`src/sv/mpm_pkg.sv`:
```
package mpm_pkg;

  // Field widths
  localparam int unsigned ENTRY_W = 20;
  localparam int unsigned POWER_W = 63;
  localparam int unsigned DEF_EXP_BITS = 63;

  // Stream payload widths, padded to whole bytes
  localparam int unsigned IN_DATA_W  = 144;
  localparam int unsigned OUT_DATA_W = 80;

  // Modulus and the Barrett constants for sums below 2^41
  localparam logic [ENTRY_W-1:0] MODULUS = 20'd1000007;
  localparam int unsigned OPND_W   = 22;  // multiplier operand width
  localparam int unsigned PROD_W   = 2 * OPND_W;
  localparam int unsigned SUM_W    = 41;  // a*b + c*d with all terms below MODULUS
  localparam int unsigned REM_W    = 22;  // holds a remainder below 3 * MODULUS
  localparam int unsigned SUM_SHIFT = SUM_W - OPND_W;    // x >> 19 keeps 22 bits
  localparam int unsigned QUO_SHIFT = PROD_W - OPND_W;   // (t * R) >> 22
  // floor(2^41 / MODULUS)
  localparam logic [OPND_W-1:0] BARRETT_R = 22'd2199007;

  // 2x2 matrix, row one column one in the lowest bits
  typedef struct packed {
    logic [ENTRY_W-1:0] r2c2;
    logic [ENTRY_W-1:0] r2c1;
    logic [ENTRY_W-1:0] r1c2;
    logic [ENTRY_W-1:0] r1c1;
  } mat_t;

  localparam mat_t IDENTITY = '{r2c2: 20'd1, r2c1: 20'd0, r1c2: 20'd0, r1c1: 20'd1};

  typedef enum logic [2:0] {
    ST_IDLE,
    ST_STEP,
    ST_LAUNCH,
    ST_MUL,
    ST_OUT
  } mpm_state_e;

  typedef enum logic [2:0] {
    U_IDLE,
    U_MUL1,
    U_MUL2,
    U_SUM,
    U_QEST,
    U_QM,
    U_DIFF,
    U_FIX
  } mpm_unit_state_e;

endpackage

```
`src/sv/mpm_mulmod.sv`:
```
// Shared multiply-reduce unit: (a*b + c*d) mod MODULUS on one 22x22 multiplier.
module mpm_mulmod
  import mpm_pkg::*;
(
  input  logic               clk_i,
  input  logic               rst_ni,
  input  logic               start_i,
  input  logic [ENTRY_W-1:0] opnd_a_i,
  input  logic [ENTRY_W-1:0] opnd_b_i,
  input  logic [ENTRY_W-1:0] opnd_c_i,
  input  logic [ENTRY_W-1:0] opnd_d_i,
  output logic               done_o,
  output logic [ENTRY_W-1:0] result_o
);

  mpm_unit_state_e state_q, state_d;

  logic [OPND_W-1:0] mul_a, mul_b;
  logic [PROD_W-1:0] prod_q, prod_d;
  logic [SUM_W-1:0]  sum_q, sum_d;
  logic [REM_W-1:0]  rem_q, rem_d;

  assign prod_d = mul_a * mul_b;

  always_comb begin
    state_d = state_q;
    sum_d   = sum_q;
    rem_d   = rem_q;
    mul_a   = '0;
    mul_b   = '0;
    done_o  = 1'b0;
    unique case (state_q)
      U_IDLE: begin
        if (start_i) state_d = U_MUL1;
      end
      U_MUL1: begin
        mul_a   = OPND_W'(opnd_a_i);
        mul_b   = OPND_W'(opnd_b_i);
        state_d = U_MUL2;
      end
      U_MUL2: begin
        mul_a   = OPND_W'(opnd_c_i);
        mul_b   = OPND_W'(opnd_d_i);
        sum_d   = prod_q[SUM_W-1:0];
        state_d = U_SUM;
      end
      U_SUM: begin
        sum_d   = sum_q + prod_q[SUM_W-1:0];
        state_d = U_QEST;
      end
      U_QEST: begin
        // quotient estimate, at most two below the true quotient
        mul_a   = sum_q[SUM_W-1:SUM_SHIFT];
        mul_b   = BARRETT_R;
        state_d = U_QM;
      end
      U_QM: begin
        mul_a   = prod_q[PROD_W-1:QUO_SHIFT];
        mul_b   = OPND_W'(MODULUS);
        state_d = U_DIFF;
      end
      U_DIFF: begin
        // remainder stays below 2^22, so the low bits suffice
        rem_d   = sum_q[REM_W-1:0] - prod_q[REM_W-1:0];
        state_d = U_FIX;
      end
      U_FIX: begin
        if (rem_q >= REM_W'(MODULUS)) begin
          rem_d = rem_q - REM_W'(MODULUS);
        end else begin
          done_o  = 1'b1;
          state_d = U_IDLE;
        end
      end
      default: state_d = U_IDLE;
    endcase
  end

  assign result_o = rem_q[ENTRY_W-1:0];

  always_ff @(posedge clk_i or negedge rst_ni) begin
    if (!rst_ni) begin
      state_q <= U_IDLE;
    end else begin
      state_q <= state_d;
    end
  end

  always_ff @(posedge clk_i) begin
    prod_q <= prod_d;
    sum_q  <= sum_d;
    rem_q  <= rem_d;
  end

endmodule

```
`src/sv/matrix_power_mod.sv`:
```
// A zero exponent needs no matrix products; otherwise P = popcount(power) +
// bitlength(power) - 1 matrix products are formed. One request at a time; the
// next is taken once the result sits in the output register. Rate is set by
// the single shared multiply-reduce unit. Reset (rst_ni low, async) clears
// control state.
module matrix_power_mod
  import mpm_pkg::*;
#(
  parameter int unsigned EXP_BITS = DEF_EXP_BITS
) (
  input  logic                  clk_i,
  input  logic                  rst_ni,
  // Request stream
  input  logic                  s_axis_tvalid,
  output logic                  s_axis_tready,
  // [19:0] entry_r1c1, [39:20] entry_r1c2, [59:40] entry_r2c1,
  // [79:60] entry_r2c2, [142:80] power, [143] zero pad
  input  logic [IN_DATA_W-1:0]  s_axis_tdata,
  // Result stream
  output logic                  m_axis_tvalid,
  input  logic                  m_axis_tready,
  // [19:0] result_r1c1, [39:20] result_r1c2, [59:40] result_r2c1,
  // [79:60] result_r2c2
  output logic [OUT_DATA_W-1:0] m_axis_tdata
);

  // Entries arrive below 2^20 < 2 * MODULUS, so one subtract reduces them.
  function automatic logic [ENTRY_W-1:0] reduce_entry(input logic [ENTRY_W-1:0] e);
    reduce_entry = (e >= MODULUS) ? e - MODULUS : e;
  endfunction

  mpm_state_e state_q, state_d;

  logic [1:0]          ent_q, ent_d;      // entry of the product being formed
  logic                op_sq_q, op_sq_d;  // high: square the base, low: acc * base
  logic [EXP_BITS-1:0] exp_q, exp_d;      // exponent bits still to consume
  mat_t                acc_q, acc_d;
  mat_t                base_q, base_d;
  mat_t                new_q, new_d;      // product entries under construction
  mat_t                out_q, out_d;
  logic                m_valid_q, m_valid_d;

  logic               unit_start, unit_done;
  logic [ENTRY_W-1:0] unit_result;
  logic [ENTRY_W-1:0] opnd_a, opnd_b, opnd_c, opnd_d;
  mat_t               lhs_mat, done_mat, in_mat;
  logic [63:0]        power_ext;

  // Unpack the request
  assign in_mat.r1c1 = reduce_entry(s_axis_tdata[19:0]);
  assign in_mat.r1c2 = reduce_entry(s_axis_tdata[39:20]);
  assign in_mat.r2c1 = reduce_entry(s_axis_tdata[59:40]);
  assign in_mat.r2c2 = reduce_entry(s_axis_tdata[79:60]);
  assign power_ext   = 64'(s_axis_tdata[80 +: POWER_W]);

  // Operand selection: entry (i, j) of lhs * base is lhs[i,1]*base[1,j] + lhs[i,2]*base[2,j]
  assign lhs_mat = op_sq_q ? base_q : acc_q;

  always_comb begin
    unique case (ent_q)
      2'd0: begin
        opnd_a = lhs_mat.r1c1; opnd_b = base_q.r1c1;
        opnd_c = lhs_mat.r1c2; opnd_d = base_q.r2c1;
      end
      2'd1: begin
        opnd_a = lhs_mat.r1c1; opnd_b = base_q.r1c2;
        opnd_c = lhs_mat.r1c2; opnd_d = base_q.r2c2;
      end
      2'd2: begin
        opnd_a = lhs_mat.r2c1; opnd_b = base_q.r1c1;
        opnd_c = lhs_mat.r2c2; opnd_d = base_q.r2c1;
      end
      2'd3: begin
        opnd_a = lhs_mat.r2c1; opnd_b = base_q.r1c2;
        opnd_c = lhs_mat.r2c2; opnd_d = base_q.r2c2;
      end
      default: begin
        opnd_a = '0; opnd_b = '0; opnd_c = '0; opnd_d = '0;
      end
    endcase
  end

  mpm_mulmod u_mulmod (
    .clk_i    (clk_i),
    .rst_ni   (rst_ni),
    .start_i  (unit_start),
    .opnd_a_i (opnd_a),
    .opnd_b_i (opnd_b),
    .opnd_c_i (opnd_c),
    .opnd_d_i (opnd_d),
    .done_o   (unit_done),
    .result_o (unit_result)
  );

  // The last entry comes straight from the unit
  always_comb begin
    done_mat      = new_q;
    done_mat.r2c2 = unit_result;
  end

  // Sequencer: scan the exponent from its low bit. A set low bit multiplies
  // the accumulator by the base and clears the bit; a clear low bit with
  // higher bits left squares the base and shifts. Stop once nothing is left.
  always_comb begin
    state_d       = state_q;
    ent_d         = ent_q;
    op_sq_d       = op_sq_q;
    exp_d         = exp_q;
    acc_d         = acc_q;
    base_d        = base_q;
    new_d         = new_q;
    out_d         = out_q;
    m_valid_d     = m_valid_q & ~m_axis_tready;
    s_axis_tready = 1'b0;
    unit_start    = 1'b0;
    unique case (state_q)
      ST_IDLE: begin
        s_axis_tready = 1'b1;
        if (s_axis_tvalid) begin
          base_d  = in_mat;
          acc_d   = IDENTITY;
          exp_d   = power_ext[EXP_BITS-1:0];
          state_d = ST_STEP;
        end
      end
      ST_STEP: begin
        if (exp_q == '0) begin
          state_d = ST_OUT;
        end else begin
          op_sq_d = ~exp_q[0];
          ent_d   = '0;
          state_d = ST_LAUNCH;
        end
      end
      ST_LAUNCH: begin
        unit_start = 1'b1;
        state_d    = ST_MUL;
      end
      ST_MUL: begin
        if (unit_done) begin
          unique case (ent_q)
            2'd0: new_d.r1c1 = unit_result;
            2'd1: new_d.r1c2 = unit_result;
            2'd2: new_d.r2c1 = unit_result;
            2'd3: new_d.r2c2 = unit_result;
            default: new_d = new_q;
          endcase
          if (ent_q == 2'd3) begin
            // commit the finished product
            if (op_sq_q) begin
              base_d = done_mat;
              exp_d  = exp_q >> 1;
            end else begin
              acc_d    = done_mat;
              exp_d[0] = 1'b0;
            end
            state_d = ST_STEP;
          end else begin
            ent_d   = ent_q + 2'd1;
            state_d = ST_LAUNCH;
          end
        end
      end
      ST_OUT: begin
        // hold until the output register is free
        if (!m_valid_q || m_axis_tready) begin
          out_d     = acc_q;
          m_valid_d = 1'b1;
          state_d   = ST_IDLE;
        end
      end
      default: state_d = ST_IDLE;
    endcase
  end

  assign m_axis_tvalid = m_valid_q;
  assign m_axis_tdata  = out_q;

  always_ff @(posedge clk_i or negedge rst_ni) begin
    if (!rst_ni) begin
      state_q   <= ST_IDLE;
      m_valid_q <= 1'b0;
      ent_q     <= '0;
      op_sq_q   <= 1'b0;
    end else begin
      state_q   <= state_d;
      m_valid_q <= m_valid_d;
      ent_q     <= ent_d;
      op_sq_q   <= op_sq_d;
    end
  end

  always_ff @(posedge clk_i) begin
    exp_q  <= exp_d;
    acc_q  <= acc_d;
    base_q <= base_d;
    new_q  <= new_d;
    out_q  <= out_d;
  end

endmodule
```
`config.mk`:
```
export PLATFORM = sky130hd
export DESIGN_NAME = matrix_power_mod
export DESIGN_NICKNAME = d
export VERILOG_FILES = /design/src/sv/mpm_pkg.sv /design/src/sv/mpm_mulmod.sv /design/src/sv/matrix_power_mod.sv
export SDC_FILE = /design/constraint.sdc
export NUM_CORES = 2
export LEC_CHECK = 0
export BUFFER_PORTS_ARGS = -buffer_cell sky130_fd_sc_hd__clkbuf_2
export CAP_MARGIN = 20
export CORE_MARGIN = 3
export CORE_UTILIZATION = 45
export CTS_CLUSTER_SIZE = 30
export DETAILED_ROUTE_END_ITERATION = 8
export PLACE_DENSITY = 0.74
export SLEW_MARGIN = 5
export SYNTH_ARGS = -nofsm -noshare
export SYNTH_HDL_FRONTEND = slang
export SYNTH_SLANG_ARGS = --single-unit
```
`constraint.sdc`:
```
create_clock -name clk_i -period 14.1 [get_ports clk_i]
set_clock_uncertainty 0.1 [all_clocks]
set_input_delay 0.705 -clock clk_i [delete_from_list [all_inputs] [get_ports clk_i]]
set_output_delay 0.705 -clock clk_i [all_outputs]
set_load 0.02 [all_outputs]
```
* Word-level counts from Yosys, hierarchy flattened
Cells that the tools add are included.
** Word-level totals
- Register bits after elaboration :: 480
- Output and inout port bits :: 82
- Word-level logic and storage cells :: 143
** Cells by class
- $mul :: 1
- $lt $le $gt $ge :: 5
- Mux-type cells :: 49
- Reductions and logical operators :: 26
- Add/sub/neg operators :: 8
- Bitwise logic cells :: 4
- Eq/ne operators :: 25
** Operator list (count)
- $mux 80 :: 9
- $pmux 80 s2 :: 2
- $mux 63 :: 3
- $pmux 22 s4 :: 2
- $pmux 20 s2 :: 4
- $pmux 63 s2 :: 1
- $pmux 41 s2 :: 1
- $ge 20x20->1 const B :: 4
- $mux 20 :: 4
- $sub 20x20->20 const B :: 4
- $logic_not 63->1 :: 1
- $mux 62 :: 1
- $mul 22x22->44 :: 1
- $pmux 22 s2 :: 1
- $add 41x41->41 :: 1
- $pmux 3 s8 :: 1
- $ge 22x20->1 const B :: 1
- $mux 22 :: 1
- $sub 22x20->22 const B :: 1
- $sub 22x22->22 :: 1
- $mux 3 :: 6
- $ne 2x2->1 const B :: 8
- $eq 3x3->1 const B :: 5
- $pmux 3 s5 :: 1
- other kinds (21) :: 54

* Depth between registers and ports, before layout
- Depth in word-level cells :: 5
- Gate-level depth with buffers :: 34

* Hierarchy
From an unflattened synthesis, not the netlist that was laid out.
** Unflattened totals
- Cells, all modules :: 3948
- Area total of the unflattened synthesis :: 40156.0 µm²
** By module, submodules not included
- mpm_mulmod :: seq. area each 2847.7 µm², instances 1, area an instance 23606.4 µm², cells an instance 2759
- matrix_power_mod :: seq. area each 11075.6 µm², instances 1, area an instance 16549.6 µm², cells an instance 1189

* Least setup slack after synthesis
OpenSTA, ideal clock, no wires.
- Path kind :: register to register
- From :: reg u_mulmod.rem_q[0]
- To :: reg base_q[0] (netlist name), enable pin
- Stages on the path, launching flop included :: 10
- Data required time :: 13.160 ns
- Data arrival time :: 12.467 ns
- Slack :: 0.694 ns
- Buffers on the path :: 0
- Path through :: edfxtp_1 -> ha_1 -> a2111oi_0 -> o21ai_0 -> a21o_1 -> a21oi_1 -> o21ai_0 -> nor2_1 -> nand3_1 -> o21ai_0
** Between the ends
- Cells in the longest elaborated chain, start to end :: 5
** Ends and longest elaborated chain
- start: declaration :: line mpm_mulmod.sv:21 : logic [REM_W-1:0] rem_q, rem_d;
- start signal: assignment :: line mpm_mulmod.sv:92 : rem_q <= rem_d;
- $ge 22x20->1 :: line mpm_mulmod.sv:68 : if (rem_q >= REM_W'(MODULUS)) begin
- $mux 1 :: line mpm_mulmod.sv:68
- $mux 1 :: line mpm_mulmod.sv:32 : unique case (state_q)
- $ne 2x1->1 (no line)
- $reduce_and 5->1 (no line)
- end signal: assignment :: line matrix_power_mod.sv:196 : base_q <= base_d;
- end: declaration :: line matrix_power_mod.sv:38 : mat_t base_q, base_d;
Every way passes these cells.
A chain may end at the register's enable or synchronous reset.

* Final worst setup path
- From :: reg ent_q[0]
- To :: reg u_mulmod.prod_q[37]
** Between the ends
- Cells in the longest elaborated chain, start to end :: 5
- Elaborated cells between the ends (all ways) :: 15
- Classes of those cells :: 1 x mul; 3 x eq/ne; 6 x mux; 5 x reduce/logical
** Ends and longest elaborated chain
- start: declaration :: line matrix_power_mod.sv:34 : logic [1:0] ent_q, ent_d;
- start signal: assignment :: line matrix_power_mod.sv:188 : ent_q <= ent_d;
- $eq 2x2->1, or another cell as far along :: line matrix_power_mod.sv:60 : unique case (ent_q)
- $reduce_or 2->1 (no line)
- $pmux 20 s2 :: line matrix_power_mod.sv:60
- $pmux 22 s4 :: line mpm_mulmod.sv:32
- $mul 22x22->44 (*) :: line mpm_mulmod.sv:23 : assign prod_d = mul_a * mul_b;
- via u_mulmod.prod_d[37] :: line mpm_mulmod.sv:19 : logic [PROD_W-1:0] prod_q, prod_d;
- end signal: assignment :: line mpm_mulmod.sv:90 : prod_q <= prod_d;
- end: declaration :: line mpm_mulmod.sv:19
The timed path passes the listed nets; every way through them passes the cells marked *.

==> results by group <==
Floorplanning
  • Die footprint: 0.0928 sq mm
  • Die width: 305 um
  • Core ar.: 0.0876 sq mm
  • Initial core utilization: 0.458
  • Number of I/O pins: 230
  • Die Y: 305 um
  • FP Rows: 108

Finish
  • Final non-filler cell total: 5378
  • P&R area growth vs syn: 10.2%
  • Final net count: 4957
  • Layout cells sized above 1: 0.107

STA
  • Final Hold Fails: 0
  • Finish-stage setup viols: 0
  • Worst setup margin: 3.97 ns
  • Final Critical Period: 10.13 ns
  • Worst-margin pin slew: 1.17 ns
  • FMAX: 0.0987 GHz
  • Fin crit share: 0.719
  • Max-slew violations: 0
  • RSZ-0062 raised after global routing: no
  • WHS: 0.234 ns
  • Fin Setup TNS: 0 ns
  • Slew HR: 0.215

Logic synthesis
  • Seq/Total Area, Yosys: 0.347
  • Mux cell area share after synthesis: 0.0316
  • Combinational family with the most area after synthesis: adder cells
  • Yosys reg bits: 480
  • Fraction of registers with async set/reset: 0.0208
  • Post-Synth XOR/XNOR Area: 0.0327
  • Post-synthesis cell area: 0.0401 sq mm
  • Synth Area in Simple Gates: 0.148
  • Top FF cell, synth: edfxtp_1
  • EDFF count, synth: 426
  • Yosys cell types: 80
  • Area leader, netlist: edfxtp_1
  • Ys Warns: 0
  • Synth top area cells: edfxtp_1 32%, fa_1 19%, ha_1 7.8%, nand2_1 6.5%, inv_1 5.0%
  • Synth top area share: 0.319
  • Post-synthesis cell count: 4028
  • Syn_area_per_cell: 9.96 sq um
  • Synth Area in Compound Gates: 0.105
  • Post-Synth Adder-Cell Area: 0.267

Placed design
  • Dpl hpwl: 94800 um
  • GPL Wtd Cong: 0.968
  • I/O Buffers: 228
  • Worst slack, placed: 4.23 ns
  • Post-placement cell count: 5280

Clock network
  • CTS max path bufs: 3
  • Worst-Skew Late Latency: 0.63 ns
  • CTS sink cnt: 480
  • Total CTS buffers: 49
  • CTS root buf: clkbuf_16
  • Post-CTS sizing: 0
  • # hold bufs at CTS: 1
  • H-tree Lvls: 2
  • Setup bufs post-CTS: 0
  • Clock transition at the registers of the reported paths: 0.07 ns
  • CTS tree: built

GRT
  • All-Layer GR Usage: 0.265
  • First-pass GRT wire length: 189000 um
  • Number of global-route vias before repair: 31361
  • Initial antenna violation count: 5
  • Largest net degree at the start of global routing: 109
  • Total gr overflow: 0

Route
  • Total number of vias: 31349
  • Initial drt markers: 3842
  • Post-Route WL: 124000 um
  • Routed len/inst: 23.1 um
  • Post-route DRC: 0
  • Post-Route M1 WL: 47800 um
  • Metal3 WL: 12700 um
  • Drt pass-1 iters: 6
  • Vias per cell: 5.83
  • Routed Antenna Nets: 0
  • Met2 wire length: 57600 um
  • Top sig layer: met5

Worst setup path
  • CP Capture Type: flip-flop
  • Crit Path Category: flip-flop to flip-flop
  • Worst path slowest cell: a221o_1
  • Critical Path RT: 14.47 ns
  • CP Max Fanout: 40
  • Critical Path Max Stage Delay: 0.85 ns
  • Crit-path most repeated cell: fa_1
  • Startpoint types: flip-flop
  • CP Data Arrival Time: 10.51 ns

Worst hold path
  • Worst hold path type: primary input to flip-flop

Outcome
  • Status: finished clean

Flow run
  • MaxCap Viol Count: 0
[metal layers]
metal	vias to the layer above	GRT usage
met4	2	0.111
met2	1703	0.427
met5	-	0
met1	15484	0.352
li1	13855	-
met3	305	0.0493
[area by class of cell]
type / count / area, sq um
antenna: 3 / 7.51
clock buffer: 55 / 1250
clock inverter: 36 / 379
fill: 7790 / 43300
inverter: 538 / 2020
multi-input combinational: 2822 / 23600
sequential: 480 / 13900
tap: 1155 / 1450
timing repair buffer: 289 / 1640
[worst paths after layout]
| path | startpoint | endpoint | slack [ns] | depth (start not counted) |
|---|---|---|---|---|
| setup reg to reg | ent_q[0]$_DFFE_PN0P_ | u_mulmod.prod_q[37]$_DFF_P_ | 3.97 | 29 |
| min in group asynchronous | rst_ni | state_q[2]$_DFFE_PN0P_ | 0.46 | 2 |
| hold reg to reg | acc_q[0]$_SDFFCE_PN1P_ | m_axis_tdata[0]$_DFFE_PP_ | 0.35 | 0 |
| hold / removal | s_axis_tdata[127] | exp_q[47]$_DFFE_PP_ | 0.23 | 3 |
| max in group asynchronous | rst_ni | op_sq_q$_DFFE_PN0P_ | 13.16 | 2 |
| setup / recovery | ent_q[0]$_DFFE_PN0P_ | u_mulmod.prod_q[37]$_DFF_P_ | 3.97 | 29 |
[cells in the mapped netlist (all sizes together), types with 25 or more instances]
master / instances
o21bai: 25
inv: 535
and3: 88
nor2b: 33
xnor2: 95
a21boi: 34
edfxtp: 426
clkbuf: 169
mux2i: 29
nand2: 691
nor2: 239
a21o: 98
ha: 251
dfxtp: 44
mux4: 40
nand3: 32
nand4: 32
xor2: 55
nor3: 36
fa: 378
and2: 65
a21oi: 153
o21ai: 135
nor4: 40
[through the flow]
step	instance area (sq um)	util
final	44200	0.505
after CTS	44200	0.504
after global routing	44200	0.505
after detailed placement	42500	0.486
after floorplan	40200	-
after global placement	42500	0.486
[critical path, delay by kind of cell (launching register included)]
family                   cells  cell delay [ns]
flip-flops                   1             0.40
AND/OR/NAND/NOR              3             0.48
AO/OA/AOI/OAI                9             2.90
buffers and inverters        6             1.31
adder cells (fa/ha/maj)      9             4.21
XOR/XNOR                     1             0.17
multiplexers                 1             0.34
[cell usage in the layout, fill, tap and decap left out, drive strengths merged, types with 29 or more instances in the layout]
cell type / count
a21boi: 34
nand3: 32
ha: 251
o21ai: 135
fa: 378
nor4: 40
and2: 65
nand2: 691
and3: 88
xnor2: 95
dfxtp: 44
nor2: 239
a21oi: 153
nand4: 32
inv: 536
xor2: 55
edfxtp: 426
mux4: 40
clkbuf: 283
nor2b: 33
a21o: 98
buf: 60
mux2i: 29
nor3: 36
[cell families after synthesis]
kind of cell             count (synthesis)
AO/OA/AOI/OAI                          635
XOR/XNOR                               150
adder cells (fa/ha/maj)                629
buffers and inverters                  730
flip-flops                             480
multiplexers                            76
other                                    2
AND/OR/NAND/NOR                       1326
[registers in the layout, summed over array words and instances, names as in the netlist]
register	flops
u_mulmod.sum_q	41
m_axis_tvalid	1
u_mulmod.prod_q	44
acc_q	80
m_axis_tdata	80
u_mulmod.state_q	3
ent_q	2
exp_q	63
base_q	80
state_q	3
done_mat	60
op_sq_q	1
u_mulmod.rem_q	22
Power is not shown: default switching activity piles up to over one toggle a cycle in this logic, so the estimate is an artifact.
